--- src/design/b64e_pkg.sv ---
// Shared types, constants and the character lookup for the base64 stream encoder.
package b64e_pkg;

    localparam int QUEUE_DEPTH = 2;
    localparam int QUEUE_PTR_W = (QUEUE_DEPTH > 1) ? $clog2(QUEUE_DEPTH) : 1;
    localparam int QUEUE_CNT_W = $clog2(QUEUE_DEPTH + 1);

    localparam logic [7:0] PAD_CHAR  = 8'h3D;   // '='
    localparam logic [7:0] TERM_CHAR = 8'h00;

    localparam logic [2:0] QUAD_LEN   = 3'd4;
    localparam logic [2:0] SEXT_FULL  = 3'd4;
    localparam logic [2:0] SEXT_TWO_B = 3'd3;
    localparam logic [2:0] SEXT_ONE_B = 3'd2;

    // One queued request: the four-character quad (if any), then the terminator
    // (if any); n_ok characters go out before the optional failure result.
    typedef struct packed {
        logic [23:0] group;
        logic        quad;
        logic [2:0]  n_sextets;
        logic        term;
        logic [2:0]  n_ok;
        logic        fail;
    } b64e_cmd_t;

    function automatic logic [7:0] b64e_char(input logic [5:0] v);
        logic [7:0] c;
        c = {2'b00, v};
        if (v < 6'd26)
            return 8'h41 + c;
        else if (v < 6'd52)
            return 8'h61 + c - 8'd26;
        else if (v < 6'd62)
            return 8'h30 + c - 8'd52;
        else if (v == 6'd62)
            return 8'h2B;
        else
            return 8'h2F;
    endfunction

endpackage

--- src/design/b64e_front.sv ---
// Front end: byte grouping, message state and capacity check per request.
module b64e_front (
    input  logic                clk,
    input  logic                rst_n,
    input  logic                cfg_write,
    input  logic [15:0]         cfg_data,
    input  logic                accept,
    input  logic [7:0]          data_byte,
    input  logic                has_byte,
    input  logic                last_byte,
    output logic                push,
    output b64e_pkg::b64e_cmd_t push_cmd
);
    import b64e_pkg::*;

    logic [15:0] cap_reg;
    logic [15:0] held_reg, held_next;
    logic [1:0]  fill_reg, fill_next;
    logic [15:0] count_reg, count_next;
    logic        ovf_reg, ovf_next;

    logic [15:0] held_a;
    logic [1:0]  fill_a;
    logic [2:0]  npend;
    logic [15:0] room;
    b64e_cmd_t   cmd;

    always_comb
    begin
        held_next  = held_reg;
        fill_next  = fill_reg;
        count_next = count_reg;
        ovf_next   = ovf_reg;
        held_a     = held_reg;
        fill_a     = fill_reg;
        cmd        = '0;
        npend      = '0;
        room       = '0;
        push       = 1'b0;

        // group stage: absorb the byte
        if (has_byte)
        begin
            unique case (fill_reg)
                2'd0:
                begin
                    held_a = {data_byte, 8'h00};
                    fill_a = 2'd1;
                end
                2'd1:
                begin
                    held_a = {held_reg[15:8], data_byte};
                    fill_a = 2'd2;
                end
                default:
                begin
                    cmd.quad      = 1'b1;
                    cmd.group     = {held_reg, data_byte};
                    cmd.n_sextets = SEXT_FULL;
                    held_a        = '0;
                    fill_a        = 2'd0;
                end
            endcase
        end

        // flush on the marked last item
        if (last_byte)
        begin
            cmd.term = 1'b1;
            if (fill_a == 2'd1)
            begin
                cmd.quad      = 1'b1;
                cmd.group     = {held_a, 8'h00};
                cmd.n_sextets = SEXT_ONE_B;
            end
            else if (fill_a == 2'd2)
            begin
                cmd.quad      = 1'b1;
                cmd.group     = {held_a, 8'h00};
                cmd.n_sextets = SEXT_TWO_B;
            end
        end

        npend    = (cmd.quad ? QUAD_LEN : 3'd0) + {2'b00, cmd.term};
        room     = (count_reg >= cap_reg) ? 16'd0 : cap_reg - count_reg;
        cmd.fail = ({13'd0, npend} > room);
        cmd.n_ok = cmd.fail ? room[2:0] : npend;

        if (accept)
        begin
            if (ovf_reg)
            begin
                if (last_byte)
                begin
                    held_next  = '0;
                    fill_next  = '0;
                    count_next = '0;
                    ovf_next   = 1'b0;
                end
            end
            else
            begin
                push       = (npend != 3'd0);
                held_next  = held_a;
                fill_next  = fill_a;
                count_next = count_reg + {13'd0, cmd.n_ok};
                if (last_byte)
                begin
                    held_next  = '0;
                    fill_next  = '0;
                    count_next = '0;
                end
                else if (cmd.fail)
                begin
                    ovf_next = 1'b1;
                end
            end
        end
    end

    assign push_cmd = cmd;

    always_ff @(posedge clk or negedge rst_n)
    begin
        if (!rst_n)
        begin
            cap_reg   <= 16'hFFFF;
            held_reg  <= '0;
            fill_reg  <= '0;
            count_reg <= '0;
            ovf_reg   <= 1'b0;
        end
        else
        begin
            if (cfg_write)
                cap_reg <= cfg_data;
            held_reg  <= held_next;
            fill_reg  <= fill_next;
            count_reg <= count_next;
            ovf_reg   <= ovf_next;
        end
    end

endmodule

--- src/design/b64e_queue.sv ---
// Short request queue between the front end and the character emitter.
module b64e_queue (
    input  logic                clk,
    input  logic                rst_n,
    input  logic                push,
    input  b64e_pkg::b64e_cmd_t push_cmd,
    output logic                full,
    input  logic                pop,
    output logic                head_valid,
    output b64e_pkg::b64e_cmd_t head_cmd
);
    import b64e_pkg::*;

    b64e_cmd_t              mem [QUEUE_DEPTH];
    logic [QUEUE_PTR_W-1:0] wr_ptr_reg, rd_ptr_reg;
    logic [QUEUE_CNT_W-1:0] cnt_reg, cnt_next;

    function automatic logic [QUEUE_PTR_W-1:0] ptr_inc(input logic [QUEUE_PTR_W-1:0] p);
        if (p == QUEUE_PTR_W'(QUEUE_DEPTH - 1))
            return '0;
        else
            return p + 1'b1;
    endfunction

    assign full       = (cnt_reg == QUEUE_CNT_W'(QUEUE_DEPTH));
    assign head_valid = (cnt_reg != '0);
    assign head_cmd   = mem[rd_ptr_reg];

    always_comb
    begin
        cnt_next = cnt_reg;
        if (push && !pop)
            cnt_next = cnt_reg + 1'b1;
        else if (pop && !push)
            cnt_next = cnt_reg - 1'b1;
    end

    always_ff @(posedge clk)
    begin
        if (push)
            mem[wr_ptr_reg] <= push_cmd;
    end

    always_ff @(posedge clk or negedge rst_n)
    begin
        if (!rst_n)
        begin
            wr_ptr_reg <= '0;
            rd_ptr_reg <= '0;
            cnt_reg    <= '0;
        end
        else
        begin
            if (push)
                wr_ptr_reg <= ptr_inc(wr_ptr_reg);
            if (pop)
                rd_ptr_reg <= ptr_inc(rd_ptr_reg);
            cnt_reg <= cnt_next;
        end
    end

    a_no_push_full: assert property (@(posedge clk) disable iff (!rst_n)
        full |-> !push || pop)
        else $error("queue written while full");
    a_no_pop_empty: assert property (@(posedge clk) disable iff (!rst_n)
        pop |-> head_valid)
        else $error("queue read while empty");

endmodule

--- src/design/b64e_back.sv ---
// Back end: walks one queued request a character per cycle into the output register unless stalled.
module b64e_back (
    input  logic                clk,
    input  logic                rst_n,
    input  logic                head_valid,
    input  b64e_pkg::b64e_cmd_t head_cmd,
    output logic                pop,
    output logic                char_valid,
    input  logic                char_stall,
    output logic [7:0]          out_char,
    output logic                end_of_run,
    output logic                status
);
    import b64e_pkg::*;

    logic [2:0] k_reg, k_next;
    logic       ov_reg;
    logic [7:0] char_reg;
    logic       eor_reg, st_reg;

    logic [7:0] c_d;
    logic       eor_d, st_d, last_d, emit;
    logic [5:0] sx;

    always_comb
    begin
        c_d    = TERM_CHAR;
        eor_d  = 1'b1;
        st_d   = 1'b0;
        last_d = 1'b1;
        unique case (k_reg[1:0])
            2'd0:    sx = head_cmd.group[23:18];
            2'd1:    sx = head_cmd.group[17:12];
            2'd2:    sx = head_cmd.group[11:6];
            default: sx = head_cmd.group[5:0];
        endcase
        if (head_cmd.fail && (k_reg == head_cmd.n_ok))
        begin
            st_d = 1'b1;
        end
        else if (head_cmd.quad && (k_reg < QUAD_LEN))
        begin
            c_d    = (k_reg < head_cmd.n_sextets) ? b64e_char(sx) : PAD_CHAR;
            eor_d  = 1'b0;
            last_d = !head_cmd.fail && ((k_reg + 3'd1) == head_cmd.n_ok);
        end
    end

    assign emit = head_valid && (!ov_reg || !char_stall);
    assign pop  = emit && last_d;

    always_comb
    begin
        k_next = k_reg;
        if (pop)
            k_next = '0;
        else if (emit)
            k_next = k_reg + 3'd1;
    end

    always_ff @(posedge clk or negedge rst_n)
    begin
        if (!rst_n)
        begin
            k_reg  <= '0;
            ov_reg <= 1'b0;
        end
        else
        begin
            k_reg <= k_next;
            if (emit)
                ov_reg <= 1'b1;
            else if (!char_stall)
                ov_reg <= 1'b0;
        end
    end

    always_ff @(posedge clk)
    begin
        if (emit)
        begin
            char_reg <= c_d;
            eor_reg  <= eor_d;
            st_reg   <= st_d;
        end
    end

    assign char_valid = ov_reg;
    assign out_char   = char_reg;
    assign end_of_run = eor_reg;
    assign status     = st_reg;

    a_k_range: assert property (@(posedge clk) disable iff (!rst_n)
        k_reg <= 3'd5)
        else $error("character index out of range");
    a_k_needs_head: assert property (@(posedge clk) disable iff (!rst_n)
        (k_reg != 3'd0) |-> head_valid)
        else $error("request walk in progress with empty queue");
    a_fail_shape: assert property (@(posedge clk) disable iff (!rst_n)
        (char_valid && status) |-> (end_of_run && out_char == TERM_CHAR))
        else $error("failure result malformed");

endmodule

--- src/design/base64_stream_encoder.sv ---
// Top level of the streaming base64 encoder with output capacity check.
//
// Message bytes come in one per accepted request on the data channel and
// leave as base64 characters (standard alphabet, '=' padding) one per
// accepted request on the char channel, followed by a zero terminator with
// end_of_run set when last_byte is seen. Every character, terminator
// included, counts against cfg_data as written by cfg_write (reset 65535);
// when the count would pass it, one failure result (char 0, end_of_run 1,
// status 1) ends the message and bytes up to the next last_byte are
// dropped. Rate: the front end takes one request per cycle while its
// two-entry queue has room; the back end sends one character per cycle
// while char_stall is low; a byte closing a group yields four characters
// and a last request up to five. Results are held in an output register,
// so input keeps flowing while char_stall is high until the queue fills.
// Write the capacity only while no message is in flight.
module base64_stream_encoder (
    input  logic        clk,
    input  logic        rst_n,
    input  logic        cfg_write,
    input  logic [15:0] cfg_data,
    input  logic        data_valid,
    output logic        data_stall,
    input  logic [7:0]  data_byte,
    input  logic        has_byte,
    input  logic        last_byte,
    output logic        char_valid,
    input  logic        char_stall,
    output logic [7:0]  out_char,
    output logic        end_of_run,
    output logic        status
);
    import b64e_pkg::*;

    logic      accept;
    logic      push, pop, full, head_valid;
    b64e_cmd_t push_cmd, head_cmd;

    // stall only on a full queue; the front state advances per accepted request
    assign data_stall = full;
    assign accept     = data_valid && !full;

    b64e_front u_front (
        .clk       (clk),
        .rst_n     (rst_n),
        .cfg_write (cfg_write),
        .cfg_data  (cfg_data),
        .accept    (accept),
        .data_byte (data_byte),
        .has_byte  (has_byte),
        .last_byte (last_byte),
        .push      (push),
        .push_cmd  (push_cmd)
    );

    b64e_queue u_queue (
        .clk        (clk),
        .rst_n      (rst_n),
        .push       (push),
        .push_cmd   (push_cmd),
        .full       (full),
        .pop        (pop),
        .head_valid (head_valid),
        .head_cmd   (head_cmd)
    );

    b64e_back u_back (
        .clk        (clk),
        .rst_n      (rst_n),
        .head_valid (head_valid),
        .head_cmd   (head_cmd),
        .pop        (pop),
        .char_valid (char_valid),
        .char_stall (char_stall),
        .out_char   (out_char),
        .end_of_run (end_of_run),
        .status     (status)
    );

endmodule
--- config.mk ---
export PLATFORM = sky130hd
export DESIGN_NAME = base64_stream_encoder
export DESIGN_NICKNAME = d
export VERILOG_FILES = /design/src/design/b64e_pkg.sv /design/src/design/b64e_front.sv /design/src/design/b64e_queue.sv /design/src/design/b64e_back.sv /design/src/design/base64_stream_encoder.sv
export SDC_FILE = /design/constraint.sdc
export NUM_CORES = 1
export LEC_CHECK = 0
export BUFFER_PORTS_ARGS = -buffer_cell sky130_fd_sc_hd__buf_2
export CORE_ASPECT_RATIO = 0.5
export CORE_MARGIN = 1
export CORE_UTILIZATION = 35
export CTS_CLUSTER_SIZE = 20
export DETAILED_ROUTE_END_ITERATION = 6
export GPL_TIMING_DRIVEN = 0
export HOLD_SLACK_MARGIN = 0.12
export SLEW_MARGIN = 30
export SYNTH_ARGS = -nofsm -noshare
export SYNTH_HDL_FRONTEND = slang
export SYNTH_SLANG_ARGS = --single-unit
--- constraint.sdc ---
create_clock -name clk -period 4.9 [get_ports clk]
set_input_delay 0.49 -clock clk [delete_from_list [all_inputs] [get_ports clk]]
set_output_delay 0.49 -clock clk [all_outputs]
set_load 0.05 [all_outputs]
==> summary.md <==
| Metric | Value |
|---|---|
| Final Max Slew Viols | `0` |
| Layout cells sized above 1 | `0.238` |
| Share of the synthesized area in the top cell type | `0.285` |
| Max Freq | `211 MHz` |
| Syn_nets | `827` |
| Worst VDD drop | `298 uV` |
| CP dominant cell by count | `a21oi_4` |
| CP peak stage delay | `0.52 ns` |
| Switching share of total power | `0.407` |
| I/O Buffers | `40` |
| Routed via count | `6105` |
| Mapped Cells | `754` |
| GRT overflow | `0` |
| Final WS setup | `0.158 ns` |
| Worst skew pair latency | `0.43 ns` |
| Worst path slowest cell | `dfstp_2` |
| Cell Area, Placed | `8450 sq um` |
| Via-per-instance ratio | `5.33` |
| # diodes | `0` |
| Clock slew at reported path FFs | `0.06 ns` |
| Status | `finished clean` |
| Area Growth Syn to Fin | `21.5%` |
| Root buffer cell | `clkbuf_16` |
| Skew final | `0.0102 ns` |
| Antenna violations before repair | `0` |
| Vias in the first global route | `5975` |
| CP max FO | `6` |
| Worst-path cell chain | `inv_1 -> ha_1 -> fa_1 -> nand2b_4 -> a211o_4 -> and2_2 -> a21oi_4 -> o21ai_2 -> nand3b_1 -> ha_2 -> o22a_1 -> o2111ai_1 -> o21bai_4 -> a2111oi_4 -> o21a_4 -> o21ai_4 -> ha_4 -> fa_2 -> a21oi_4 -> nor3_4 -> nand4_1 -> xnor2_1 -> nor2_1` |
| Comb pwr share | `0.456` |
| WHS Path Cells | `3` |
| RSZ-0062 raised after global routing | `yes` |
| Avg Inst Size Synth | `10.3 sq um` |
| Place WS | `-1.13 ns` |
| I/O pin cnt | `43` |
| Die height | `107 um` |
| HP Class | `in -> reg` |
| CTS buffer count | `17` |
| Final GP Congestion | `0.900` |
| Async S/R FF share, synth | `0.444` |
| P_int | `3.07 mW` |
| Startpoint Class | `flip-flop` |
| Setup TNS | `0 ns` |
| Commonest register cell after synthesis | `edfxtp_1` |
| Final setup fails | `0` |
| Rel. slew slack | `0.301` |
| Post-route ant nets | `0` |
| Post-route cell area | `9460 sq um` |
| Pwr Total | `5.18 mW` |
| Worst-Margin Slew | `1.04 ns` |
| Reg power frac | `0.305` |
| Synth Warn # | `0` |
| Fillcell total | `2066` |
| FP Rows | `38` |
| Mapped cell area | `7780 sq um` |
| Final core utilization | `0.435` |
| Clk network pwr share | `0.239` |
| Core area | `21700 sq um` |
| Final hold violation count | `0` |
| Pwr/cell area | `548 nW/um^2` |
| Clk buf depth | `2` |
| Critical Path RT | `5.19 ns` |
| Most flop-heavy register | `u_queue.mem` |
| Leak Pwr | `3.59 nW` |
| #FFs+latches synth | `133` |
| Final period utilization | `0.968` |
| Initial DRC Count | `489` |
| Max-Cap Viols | `0` |
| First-pass GRT wire length | `31400 um` |
| CTS sink cnt | `133` |
| TritonCTS clock tree | `yes` |
| Nature of the critical path endpoint | `flip-flop` |
| Max FFs per register | `64` |
| Yosys top cell by area | `edfxtp_1` |
| Sw Pwr | `2.11 mW` |
| Count leader, synth | `edfxtp_1` |
| Die area | `22900 sq um` |
| Synth top area cells | `edfxtp_1 29%, dfrtp_1 14%, ha_1 6.4%, dfstp_2 5.4%, nand2_1 3.4%` |
| Total track usage | `0.178` |
| Post-synth EDFFs | `74` |
| H-tree depth | `4` |
| Sequential share of the synthesized area | `0.478` |
| TritonRoute pass-1 iters | `7` |
| Die width | `213 um` |
| Largest net degree at the start of global routing | `40` |
| Detailed Place HPWL | `14000 um` |
| Post-layout minimum cycle time | `4.74 ns` |
| Synth top cells by count | `74 x edfxtp_1, 71 x nand2_1, 55 x inv_1, 52 x o21ai_0, 43 x dfrtp_1` |
| Reg2Reg Depth | `23` |
| Yosys cell types | `81` |
| Residual DRC count | `0` |
| Drt total wl | `19400 um` |
| DR WL/cell | `17.0 um` |
| Crit path arrival time | `5.03 ns` |
| Post-layout nets | `906` |
| Critical Setup Path Class | `reg -> reg` |
| Initial Util | `0.358` |
cells in the final DEF (no fill, tap or decap), drive strengths merged, types with 4 or more instances in the layout:
master,count
xor2,7
nand3,22
nor2b,5
nor2,42
a31oi,4
inv,57
edfxtp,74
mux2,17
dfrtp,43
buf,71
xnor2,25
nor3,16
o22ai,14
a21oi,40
nand2b,11
clkbuf,39
a21o,7
mux2i,11
a211o,4
nor4,4
a22oi,9
o21ai,57
a22o,27
dfstp,16
o211ai,6
nand4,6
clkinv,7
and2,14
a222oi,12
nand2,72
ha,40
power groups by stage:
stage	Sequential, mW	Clock [mW]	Combinational [mW]
finish	1.58	1.24	2.36
detailed placement	1.60	0	2.17
global route	1.61	1.31	2.58
global placement	1.60	0	2.11
floorplan	1.73	0	1.48
CTS	1.58	1.27	2.28
routing by layer:
| metal | global-route usage | part of all wire |
|---|---|---|
| met2 | 0.292 | 0.47 |
| met5 | 0 | 0 |
| met1 | 0.232 | 0.47 |
| met3 | 0.0435 | 0.035 |
| met4 | 0.0545 | 0.018 |
critical path, delay by kind of cell, from the launching register on:
kind	cells	cell delay, ns
compound gates	10	1.66
xor+xnor	1	0.19
fa+ha+maj	5	1.22
buf+inv	1	0.06
flops	1	0.52
simple gates	6	0.95
cell families after synthesis:
group,count (synthesis),synth area share
buffers and inverters,88,0.0437
muxes,30,0.0445
and+or+nand+nor,213,0.134
xor gates and xnor gates,32,0.0360
DFF,133,0.478
AOI/OAI and AO/OA,216,0.195
adders and majority gates,42,0.0694
final cells by class:
type	instances	area (sq um)	area share
Inverter	57	214	0.0226
Multi-Input combinational cell	533	4070	0.430
Clock inverter	12	133	0.0140
Tap cell	300	375	0.0397
Sequential cell	133	3720	0.393
Timing Repair Buffer	61	375	0.0397
Clock buffer	20	437	0.0462
Buffer	30	135	0.0143
repair_timing:
action,CTS,global route
resized for setup,29,47
hold buffers,1,0
setup buffers,7,5
endpoints found under the hold margin,20,0
setup endpoints to repair,15,14
pin swaps,7,9
path summary, 6_finish.rpt:
path	end	from	slack, ns
min in group asynchronous	u_back.k_reg[2]	rst_n	0.51
worst max register to register	u_front.count_reg[6]	u_front.cap_reg[0]	0.16
worst min register to register	u_front.count_reg[15]	u_front.count_reg[15]	0.51
max in group asynchronous	u_front.cap_reg[14]	rst_n	3.81
worst max-delay path	u_front.count_reg[6]	u_front.cap_reg[0]	0.16
worst min-delay path	u_front.cap_reg[0]	cfg_data[0]	0.28
through the flow:
stage                     std cells  hold WS (ns)
after floorplan                 754         0.194
after global placement         1094         0.464
after detailed placement       1102         0.412
after CTS                      1142         0.274
after global routing           1146         0.280
final                          1146         0.280
(Power assumes the default switching activity.)
